**config.mk**
```make
export PLATFORM = sky130hd
export DESIGN_NAME = kmer_overlap_histogram_top
export DESIGN_NICKNAME = d
export VERILOG_FILES = /design/src/sv/kovh_pkg.sv /design/src/sv/kovh_group.sv /design/src/sv/kovh_hist.sv /design/src/sv/kmer_overlap_histogram_top.sv
export VERILOG_INCLUDE_DIRS = /design/src /design/src/sv
export SDC_FILE = /design/constraint.sdc
export NUM_CORES = 2
export LEC_CHECK = 0
export BUFFER_PORTS_ARGS = -buffer_cell sky130_fd_sc_hd__buf_4
export CAP_MARGIN = 10
export CELL_PAD_IN_SITES_DETAIL_PLACEMENT = 1
export CELL_PAD_IN_SITES_GLOBAL_PLACEMENT = 2
export CORE_MARGIN = 10
export CORE_UTILIZATION = 40
export DETAILED_ROUTE_END_ITERATION = 10
export GPL_TIMING_DRIVEN = 0
export PLACE_DENSITY_LB_ADDON = 0.08
export SYNTH_ARGS = -nofsm -noshare
export SYNTH_HDL_FRONTEND = slang
export SYNTH_HIERARCHICAL = 1
export SYNTH_SLANG_ARGS = --single-unit
```
**constraint.sdc**
```tcl
create_clock -name clock -period 8.4 [get_ports clock]
set_clock_uncertainty 0.05 [all_clocks]
set_input_delay 1.26 -clock clock [delete_from_list [all_inputs] [get_ports clock]]
set_output_delay 1.26 -clock clock [all_outputs]
set_load 0.1 [all_outputs]
```
**src/sv/assert_macros.svh**
```systemverilog
// ----------------------------------------------------------------------------
// assertion macros
// shared concurrent assertion helpers, compiled out when ASSERT_OFF is set
// ----------------------------------------------------------------------------
`ifndef ASSERT_MACROS_SVH
`define ASSERT_MACROS_SVH
`ifndef ASSERT_OFF
// property holds at every edge outside reset
`define KOVH_ASSERT(label, clk, rst, prop) \
   label: assert property (@(posedge clk) disable iff (rst) prop) \
      else $error("kovh assertion failed");
// expression never true outside reset
`define KOVH_NEVER(label, clk, rst, expr) \
   label: assert property (@(posedge clk) disable iff (rst) !(expr)) \
      else $error("kovh assertion failed");
`else
`define KOVH_ASSERT(label, clk, rst, prop)
`define KOVH_NEVER(label, clk, rst, expr)
`endif
`endif

```
**src/sv/kovh_pkg.sv**
```systemverilog
// ----------------------------------------------------------------------------
// kovh_pkg
// constants, types and helpers of the k-mer overlap histogram
// ----------------------------------------------------------------------------
package kovh_pkg;

   localparam int ALPHABET    = 8;
   localparam int COUNT_BITS  = 48;
   localparam int KEY_W       = 59;
   localparam int LETTER_W    = 4;
   localparam int BIN_INDEX_W = 4;
   localparam int VALUE_W     = 48;

   localparam int NUM_BINS    = ALPHABET + 1;
   localparam int NUM_RESULTS = ALPHABET + 2;
   localparam int LAST_IDX    = ALPHABET + 1;
   localparam int IDX_W       = $clog2(NUM_RESULTS);
   localparam int BSEL_W      = $clog2(NUM_BINS);
   localparam int CNT_W       = $clog2(ALPHABET + 1);
   localparam int INC_W       = CNT_W + 2;
   localparam int PROD_W      = 2 * CNT_W + 1;

   typedef logic [KEY_W-1:0]       key_type;
   typedef logic [LETTER_W-1:0]    letter_type;
   typedef logic [ALPHABET-1:0]    mask_type;
   typedef logic [CNT_W-1:0]       cnt_type;
   typedef logic [IDX_W-1:0]       idx_type;
   typedef logic [BSEL_W-1:0]      bsel_type;
   typedef logic [COUNT_BITS-1:0]  count_type;
   typedef logic [COUNT_BITS:0]    count_wide_type;
   typedef logic [INC_W-1:0]       inc_type;
   typedef logic [PROD_W-1:0]      prod_type;
   typedef logic [BIN_INDEX_W-1:0] bin_index_type;
   typedef logic [VALUE_W-1:0]     value_type;

   // one closed group: distinct letter counts on each side
   typedef struct packed {
      logic    hit;
      cnt_type c0;
      cnt_type c1;
   } grp_close_type;

   // what one record hands to the histogram: a close on key change,
   // the close of its own group on end of stream, and the drain request
   typedef struct packed {
      grp_close_type first;
      grp_close_type second;
      logic          eos;
   } grp_event_type;

   function automatic cnt_type popcount(input mask_type m);
      cnt_type n;
      n = '0;
      for (int i = 0; i < ALPHABET; i++) begin
         n = n + cnt_type'(m[i]);
      end
      return n;
   endfunction

   function automatic count_type sat_add(input count_type a, input count_type b);
      count_wide_type s;
      s = count_wide_type'(a) + count_wide_type'(b);
      if (s[COUNT_BITS]) begin
         return {COUNT_BITS{1'b1}};
      end
      return s[COUNT_BITS-1:0];
   endfunction

endpackage

```
**src/sv/kovh_group.sv**
```systemverilog
// ----------------------------------------------------------------------------
// kovh_group
// input register and group tracking: letter masks per side, group closes
// ----------------------------------------------------------------------------
`include "assert_macros.svh"

module kovh_group (
   input  logic                   clock,
   input  logic                   reset,
   input  logic                   in_accept,
   input  kovh_pkg::key_type      in_kmer_key,
   input  kovh_pkg::letter_type   in_letter,
   input  logic                   in_side,
   input  logic                   in_end_of_stream,
   output kovh_pkg::grp_event_type evt
);

   logic                 s1_valid_ff;
   kovh_pkg::key_type    s1_key_ff;
   kovh_pkg::letter_type s1_letter_ff;
   logic                 s1_side_ff;
   logic                 s1_eos_ff;

   logic                 open_ff, open_in;
   kovh_pkg::key_type    key_ff, key_in;
   kovh_pkg::mask_type   mask0_ff, mask0_in;
   kovh_pkg::mask_type   mask1_ff, mask1_in;
   kovh_pkg::grp_event_type evt_ff, evt_in;

   logic                 key_change;
   logic                 letter_hit;
   kovh_pkg::mask_type   letter_dec;
   kovh_pkg::mask_type   new0;
   kovh_pkg::mask_type   new1;

   always_ff @(posedge clock) begin
      if (reset) begin
         s1_valid_ff <= 1'b0;
      end else begin
         s1_valid_ff <= in_accept;
      end
   end

   always_ff @(posedge clock) begin
      if (in_accept) begin
         s1_key_ff    <= in_kmer_key;
         s1_letter_ff <= in_letter;
         s1_side_ff   <= in_side;
         s1_eos_ff    <= in_end_of_stream;
      end
   end

   always_comb begin
      key_change = s1_valid_ff && open_ff && (s1_key_ff != key_ff);
      letter_hit = int'(s1_letter_ff) < kovh_pkg::ALPHABET;
      letter_dec = letter_hit ? (kovh_pkg::mask_type'(1) << s1_letter_ff) : '0;

      // a new group starts from empty masks
      if (open_ff && !key_change) begin
         new0 = mask0_ff;
         new1 = mask1_ff;
      end else begin
         new0 = '0;
         new1 = '0;
      end
      if (s1_side_ff) begin
         new1 = new1 | letter_dec;
      end else begin
         new0 = new0 | letter_dec;
      end

      evt_in.first.hit  = key_change;
      evt_in.first.c0   = kovh_pkg::popcount(mask0_ff);
      evt_in.first.c1   = kovh_pkg::popcount(mask1_ff);
      evt_in.second.hit = s1_valid_ff && s1_eos_ff;
      evt_in.second.c0  = kovh_pkg::popcount(new0);
      evt_in.second.c1  = kovh_pkg::popcount(new1);
      evt_in.eos        = s1_valid_ff && s1_eos_ff;

      open_in  = open_ff;
      key_in   = key_ff;
      mask0_in = mask0_ff;
      mask1_in = mask1_ff;
      if (s1_valid_ff) begin
         if (s1_eos_ff) begin
            open_in  = 1'b0;
            key_in   = '0;
            mask0_in = '0;
            mask1_in = '0;
         end else begin
            open_in  = 1'b1;
            key_in   = s1_key_ff;
            mask0_in = new0;
            mask1_in = new1;
         end
      end
   end

   always_ff @(posedge clock) begin
      if (reset) begin
         open_ff  <= 1'b0;
         key_ff   <= '0;
         mask0_ff <= '0;
         mask1_ff <= '0;
         evt_ff   <= '0;
      end else begin
         open_ff  <= open_in;
         key_ff   <= key_in;
         mask0_ff <= mask0_in;
         mask1_ff <= mask1_in;
         evt_ff   <= evt_in;
      end
   end

   assign evt = evt_ff;

   `KOVH_ASSERT(eos_clears_group, clock, reset, s1_valid_ff && s1_eos_ff |=> !open_ff && mask0_ff == '0 && mask1_ff == '0 && evt_ff.second.hit)

endmodule

```
**src/sv/kovh_hist.sv**
```systemverilog
// ----------------------------------------------------------------------------
// kovh_hist
// overlap bins and pair total with saturating update, drain to result register
// ----------------------------------------------------------------------------
`include "assert_macros.svh"

module kovh_hist (
   input  logic                          clock,
   input  logic                          reset,
   input  kovh_pkg::grp_event_type       evt,
   input  logic                          rsp_ready,
   output logic                          rsp_valid,
   output kovh_pkg::bin_index_type       rsp_bin_index,
   output kovh_pkg::value_type           rsp_bin_value,
   output logic                          rsp_last_of_run
);

   kovh_pkg::count_type bins_ff [kovh_pkg::NUM_BINS];
   kovh_pkg::count_type bins_in [kovh_pkg::NUM_BINS];
   kovh_pkg::count_type total_ff, total_in;
   logic                drain_ff, drain_in;
   kovh_pkg::idx_type   idx_ff, idx_in;

   logic                      rsp_valid_ff, rsp_valid_in;
   kovh_pkg::bin_index_type   rsp_index_ff, rsp_index_in;
   kovh_pkg::value_type       rsp_value_ff, rsp_value_in;
   logic                      rsp_last_ff, rsp_last_in;

   kovh_pkg::inc_type   inc;
   kovh_pkg::prod_type  prod_a;
   kovh_pkg::prod_type  prod_b;
   kovh_pkg::count_type drain_word;
   logic                load;
   logic                at_last;

   always_comb begin
      // contributions of both closes go into each bin as one sum
      for (int j = 0; j < kovh_pkg::NUM_BINS; j++) begin
         inc = '0;
         if (evt.first.hit && int'(evt.first.c1) == j) begin
            inc = inc + kovh_pkg::inc_type'(evt.first.c0);
         end
         if (evt.first.hit && int'(evt.first.c0) == j) begin
            inc = inc + kovh_pkg::inc_type'(evt.first.c1);
         end
         if (evt.second.hit && int'(evt.second.c1) == j) begin
            inc = inc + kovh_pkg::inc_type'(evt.second.c0);
         end
         if (evt.second.hit && int'(evt.second.c0) == j) begin
            inc = inc + kovh_pkg::inc_type'(evt.second.c1);
         end
         bins_in[j] = kovh_pkg::sat_add(bins_ff[j], kovh_pkg::count_type'(inc));
      end

      prod_a = evt.first.hit ?
               kovh_pkg::prod_type'(kovh_pkg::prod_type'(evt.first.c0) *
                                    kovh_pkg::prod_type'(evt.first.c1)) : '0;
      prod_b = evt.second.hit ?
               kovh_pkg::prod_type'(kovh_pkg::prod_type'(evt.second.c0) *
                                    kovh_pkg::prod_type'(evt.second.c1)) : '0;
      total_in = kovh_pkg::sat_add(total_ff, kovh_pkg::count_type'(prod_a + prod_b));

      at_last = int'(idx_ff) == kovh_pkg::LAST_IDX;
      if (at_last) begin
         drain_word = total_ff;
      end else begin
         drain_word = bins_ff[idx_ff[kovh_pkg::BSEL_W-1:0]];
      end

      load     = drain_ff && (!rsp_valid_ff || rsp_ready);
      drain_in = drain_ff;
      idx_in   = idx_ff;
      if (evt.eos) begin
         drain_in = 1'b1;
         idx_in   = '0;
      end else if (load) begin
         idx_in = idx_ff + kovh_pkg::idx_type'(1);
         if (at_last) begin
            drain_in = 1'b0;
         end
      end

      // last word taken into the result register empties the store
      if (load && at_last) begin
         for (int j = 0; j < kovh_pkg::NUM_BINS; j++) begin
            bins_in[j] = '0;
         end
         total_in = '0;
      end

      rsp_valid_in = rsp_valid_ff;
      rsp_index_in = rsp_index_ff;
      rsp_value_in = rsp_value_ff;
      rsp_last_in  = rsp_last_ff;
      if (load) begin
         rsp_valid_in = 1'b1;
         rsp_index_in = kovh_pkg::bin_index_type'(idx_ff);
         rsp_value_in = kovh_pkg::value_type'(drain_word);
         rsp_last_in  = at_last;
      end else if (rsp_ready) begin
         rsp_valid_in = 1'b0;
      end
   end

   always_ff @(posedge clock) begin
      if (reset) begin
         for (int j = 0; j < kovh_pkg::NUM_BINS; j++) begin
            bins_ff[j] <= '0;
         end
         total_ff     <= '0;
         drain_ff     <= 1'b0;
         idx_ff       <= '0;
         rsp_valid_ff <= 1'b0;
      end else begin
         for (int j = 0; j < kovh_pkg::NUM_BINS; j++) begin
            bins_ff[j] <= bins_in[j];
         end
         total_ff     <= total_in;
         drain_ff     <= drain_in;
         idx_ff       <= idx_in;
         rsp_valid_ff <= rsp_valid_in;
      end
   end

   always_ff @(posedge clock) begin
      rsp_index_ff <= rsp_index_in;
      rsp_value_ff <= rsp_value_in;
      rsp_last_ff  <= rsp_last_in;
   end

   assign rsp_valid       = rsp_valid_ff;
   assign rsp_bin_index   = rsp_index_ff;
   assign rsp_bin_value   = rsp_value_ff;
   assign rsp_last_of_run = rsp_last_ff;

   `KOVH_NEVER(no_update_in_drain, clock, reset, drain_ff && (evt.first.hit || evt.second.hit || evt.eos))
   `KOVH_ASSERT(drain_end_clears, clock, reset, load && at_last |=> !drain_ff && total_ff == '0 && rsp_last_ff)

endmodule

```
**src/sv/kmer_overlap_histogram_top.sv**
```systemverilog
// ----------------------------------------------------------------------------
// kmer_overlap_histogram_top
// overlap histogram over a sorted stream of k-mer records
// ----------------------------------------------------------------------------
// ordinary records: one accepted per cycle while req_ready is high, no result word
// end of stream: first of ALPHABET+2 result words via input, event, drain regs,
// then one word per cycle while rsp_ready is high; the drain sequencer sets this
// req_ready is low from the end-of-stream accept until the final word is taken
// synchronous reset clears groups, bins, total and all handshake state
`include "assert_macros.svh"

module kmer_overlap_histogram_top (
   input  logic                          clock,
   input  logic                          reset,
   input  logic                          req_valid,
   output logic                          req_ready,
   input  kovh_pkg::key_type             req_kmer_key,
   input  kovh_pkg::letter_type          req_letter,
   input  logic                          req_side,
   input  logic                          req_end_of_stream,
   output logic                          rsp_valid,
   input  logic                          rsp_ready,
   output kovh_pkg::bin_index_type       rsp_bin_index,
   output kovh_pkg::value_type           rsp_bin_value,
   output logic                          rsp_last_of_run
);

   logic                    busy_ff, busy_in;
   logic                    req_accept;
   kovh_pkg::grp_event_type evt;

   assign req_ready  = !busy_ff;
   assign req_accept = req_valid && req_ready;

   // busy from the end-of-stream word until the drain is fully taken
   always_comb begin
      busy_in = busy_ff;
      if (req_accept && req_end_of_stream) begin
         busy_in = 1'b1;
      end else if (rsp_valid && rsp_ready && rsp_last_of_run) begin
         busy_in = 1'b0;
      end
   end

   always_ff @(posedge clock) begin
      if (reset) begin
         busy_ff <= 1'b0;
      end else begin
         busy_ff <= busy_in;
      end
   end

   kovh_group u_group (
      .clock            (clock),
      .reset            (reset),
      .in_accept        (req_accept),
      .in_kmer_key      (req_kmer_key),
      .in_letter        (req_letter),
      .in_side          (req_side),
      .in_end_of_stream (req_end_of_stream),
      .evt              (evt)
   );

   kovh_hist u_hist (
      .clock           (clock),
      .reset           (reset),
      .evt             (evt),
      .rsp_ready       (rsp_ready),
      .rsp_valid       (rsp_valid),
      .rsp_bin_index   (rsp_bin_index),
      .rsp_bin_value   (rsp_bin_value),
      .rsp_last_of_run (rsp_last_of_run)
   );

   `KOVH_ASSERT(result_only_when_busy, clock, reset, rsp_valid |-> busy_ff)

endmodule

```
==> flow_summary.yaml <==
setup_path:
  worst-path-stages: 29
  cp_num_buf_inv: 6
  worstSetupPathType: "reg2reg"
  end_kind: "register"
  cpPeakStageDelay_ps: 650
  required_ps: 8870
  critPathMaxFanout: 11
  crit_path_start_kind: "register"
  cp.arrival_ps: 8410
  crit_slowest_cell: "or4b_2"
  crit_family: "simple AND/OR/NAND/NOR gates"
  rr_worst_depth: 29
  cp_common_cell: "ha_1"
grt:
  grt_max_degree: 45
  antenna_found_initial: 2
  grt_first_pass_wirelength_um: 223000
  gr-usage-all-layers_pct: 23.6
  grt_pass1_vias: 36600
  gr-total-overflow: 0
synth:
  synth_cell_type_count: 87
  synth-seq-area-share_pct: 36.1
  async_reset_ff_share_pct: 0
  yosys-top-cells-count: "a21oi_1 (618), dfxtp_1 (586), nand2_1 (405)"
  netlist_area_um2: 42400
  synth_top_area_share_pct: 27.7
  synthCells: 4682
  yosysTopAreaCell: "dfxtp_1"
  synthesis.nets: 5019
  synth_area_leaders: "dfxtp_1 (28%), edfxtp_1 (8.4%), a21oi_1 (7.3%)"
  synth_ff_type: "dfxtp_1"
  syn_avg_cell_area_um2: 9.05
  synth_seq_cells: 704
  yosysWarnings: 6
  synth.most_common_cell: "a21oi_1"
  synth-edff-count: 118
clocking:
  clk_pin_slew_ps: 60
  clock_latency_ps: 670
  clockRootBuffer: "clkbuf_16"
  clk_path_buf_depth: 3
  htreeDepth: 3
  cts_tree: "done"
  cts_made_buffers: 86
  clock_sinks: 704
  ctsHoldBuffers: 0
floorplan:
  core-area_um2: 105000
  placementRows: 119
  die_area_um2: 119000
  start_util_pct: 40.2
  die_x_um: 345
  die_h_um: 345
  io_pins: 124
placement:
  dp_hpwl_um: 114000
  place.gp.congestion: 0.861
  dpl.cell_count: 6201
  port_buffers: 123
  placed_cell_area_um2: 45100
  pre_cts_slack_ps: -471
timing:
  setup-tns-final_ps: 0
  min_period_ps: 7940
  slew_viol_final: 0
  rsz0062_at_grt: "false"
  worst_pin_slew_ps: 1310
  hold_viol_final: 0
  setup_viol: 0
  fin_crit_sh_pct: 94.6
  setup_ws_ps: 456
  fmax_mhz: 126
  relSlewSlack_pct: 12.9
pwr:
  clockPowerShare_pct: 50.3
  power.leakage_uw: 0.0180
  switchingPower_uw: 1830
  switching_share_pct: 23.8
  ir_drop_mv: 0.172
  power_density_nw_per_um2: 160
  pwr-share-seq_pct: 45.6
  internal-power_uw: 5860
  power_frac_comb_pct: 4.1
layout:
  area_delta_synth_final_pct: 13.7
  final_net_count: 5243
  fin_area_um2: 48200
  fillCellCount: 12100
  drive_above_1_share_pct: 10.3
  final_cells: 6363
  diodes: 0
drt:
  drt_iter0_markers: 2231
  detail_route.wl_per_cell_um: 22.9
  drc: 0
  via_per_inst: 5.67
  drt_pass1_iterations: 5
  vias: 36100
  drt_wl_total_um: 146000
  ant_nets: 0
status:
  status: "finished clean"
job:
  maxCapViolations: 0
min_path:
  min_path_cells: 2
  hp-class: "reg2reg"
[per-stage QoR]
step           hold slack (ps)  utilization (%)  power [uW]
2_1_floorplan              391                -        3760
6_report                   426             45.8        7690
4_1_cts                    429             45.7        7780
3_3_place_gp               411             42.8        3890
5_1_grt                    440             45.8        7930
3_5_place_dp               419             42.9        3900
[registers in the layout (all words and copies together), names as in the netlist, 4 cells and up, named ones only]
name / count
u_group/s1_key_ff: 59
u_group/evt: 18
u_hist/rsp_bin_value: 48
u_group/mask1_ff: 8
u_hist/total_ff: 48
u_group/key_ff: 59
u_hist/rsp_bin_index: 4
u_group/s1_letter_ff: 4
u_group/mask0_ff: 8
u_hist/bins_ff: 432
u_hist/idx_ff: 4
[area by class of cell]
class,count,area (um2),share of cell area [%]
sequential,704,15300,31.7
clock inverter,37,485,1.01
timing repair buffer,137,1100,2.29
buffer,247,997,2.07
multi-input combinational,3577,25600,53.1
tap,1391,1740,3.61
inverter,153,578,1.20
clock buffer,117,2420,5.02
[worst register-to-register path: cells and delay by family (launching register included)]
kind / cells / cell delay, ps
buffers and inverters: 6 / 1150
adder cells (fa/ha/maj): 5 / 1530
XOR/XNOR: 2 / 270
multiplexers: 1 / 280
flip-flops: 1 / 550
AND/OR/NAND/NOR: 7 / 2320
AO/OA/AOI/OAI: 8 / 1650
[kinds of logic after synthesis]
| family | synth area share, % |
|---|---|
| compound gates | 15.0 |
| flops | 36.1 |
| xor+xnor | 10.3 |
| buf+inv | 3.69 |
| simple gates | 17.8 |
| fa+ha+maj | 9.19 |
| mux | 8.04 |
[path summary, 6_finish.rpt]
path,from,slack (ps),to
worst min-delay path,u_group/key_ff[28],430,u_group/key_ff[28]
worst min register to register,u_group/key_ff[28],430,u_group/key_ff[28]
worst max-delay path,u_group/evt[11],460,u_hist/bins_ff[6][37]
worst max register to register,u_group/evt[11],460,u_hist/bins_ff[6][37]
[metal layers]
metal / up-vias / share of wire [%] / GRT usage [%]
li1: 17300 / - / -
met1: 18000 / 48 / 33.3
met2: 722 / 45 / 38.0
met3: 147 / 4.6 / 3.11
met4: 0 / 2.1 / 5.21
met5: - / 0 / 0
[power by group through the flow]
stage / registers [uW] / clock network, uW / logic (uW)
2_1_floorplan: 3600 / 0 / 153
3_3_place_gp: 3580 / 0 / 310
3_5_place_dp: 3580 / 0 / 319
4_1_cts: 3510 / 3960 / 320
5_1_grt: 3510 / 4080 / 341
6_report: 3510 / 3870 / 316
[layout by cell type (no fill, tap or decap), types with 12 or more instances in the layout]
cell,count
o21ai_0,147
inv_1,149
dfxtp_1,583
buf_4,135
nor2_1,309
o21ai_1,13
ha_1,199
nand4_1,109
nor3_1,71
edfxtp_1,118
a211oi_1,29
a311oi_1,20
a21oi_1,618
clkbuf_8,15
a22oi_1,33
and3_1,120
mux2i_1,67
xnor2_1,244
or2_2,12
o21a_1,34
buf_2,15
and4_1,36
nor2b_1,44
and2_1,56
mux4_2,96
xor2_1,252
nor3b_1,14
or3_1,14
clkbuf_16,86
a31oi_1,48
a21o_1,62
nand2b_1,12
buf_1,26
nor4_1,14
nand2_1,405
fa_1,69
clkbuf_1,207
nand3_1,224
mux2_2,51
[repair_timing]
action                     in CTS  in global routing
resized for setup               5                 20
pin swaps                       2                  3
setup endpoints to repair     110                209
buffers inserted                2                  7
(Power assumes the default switching activity.)
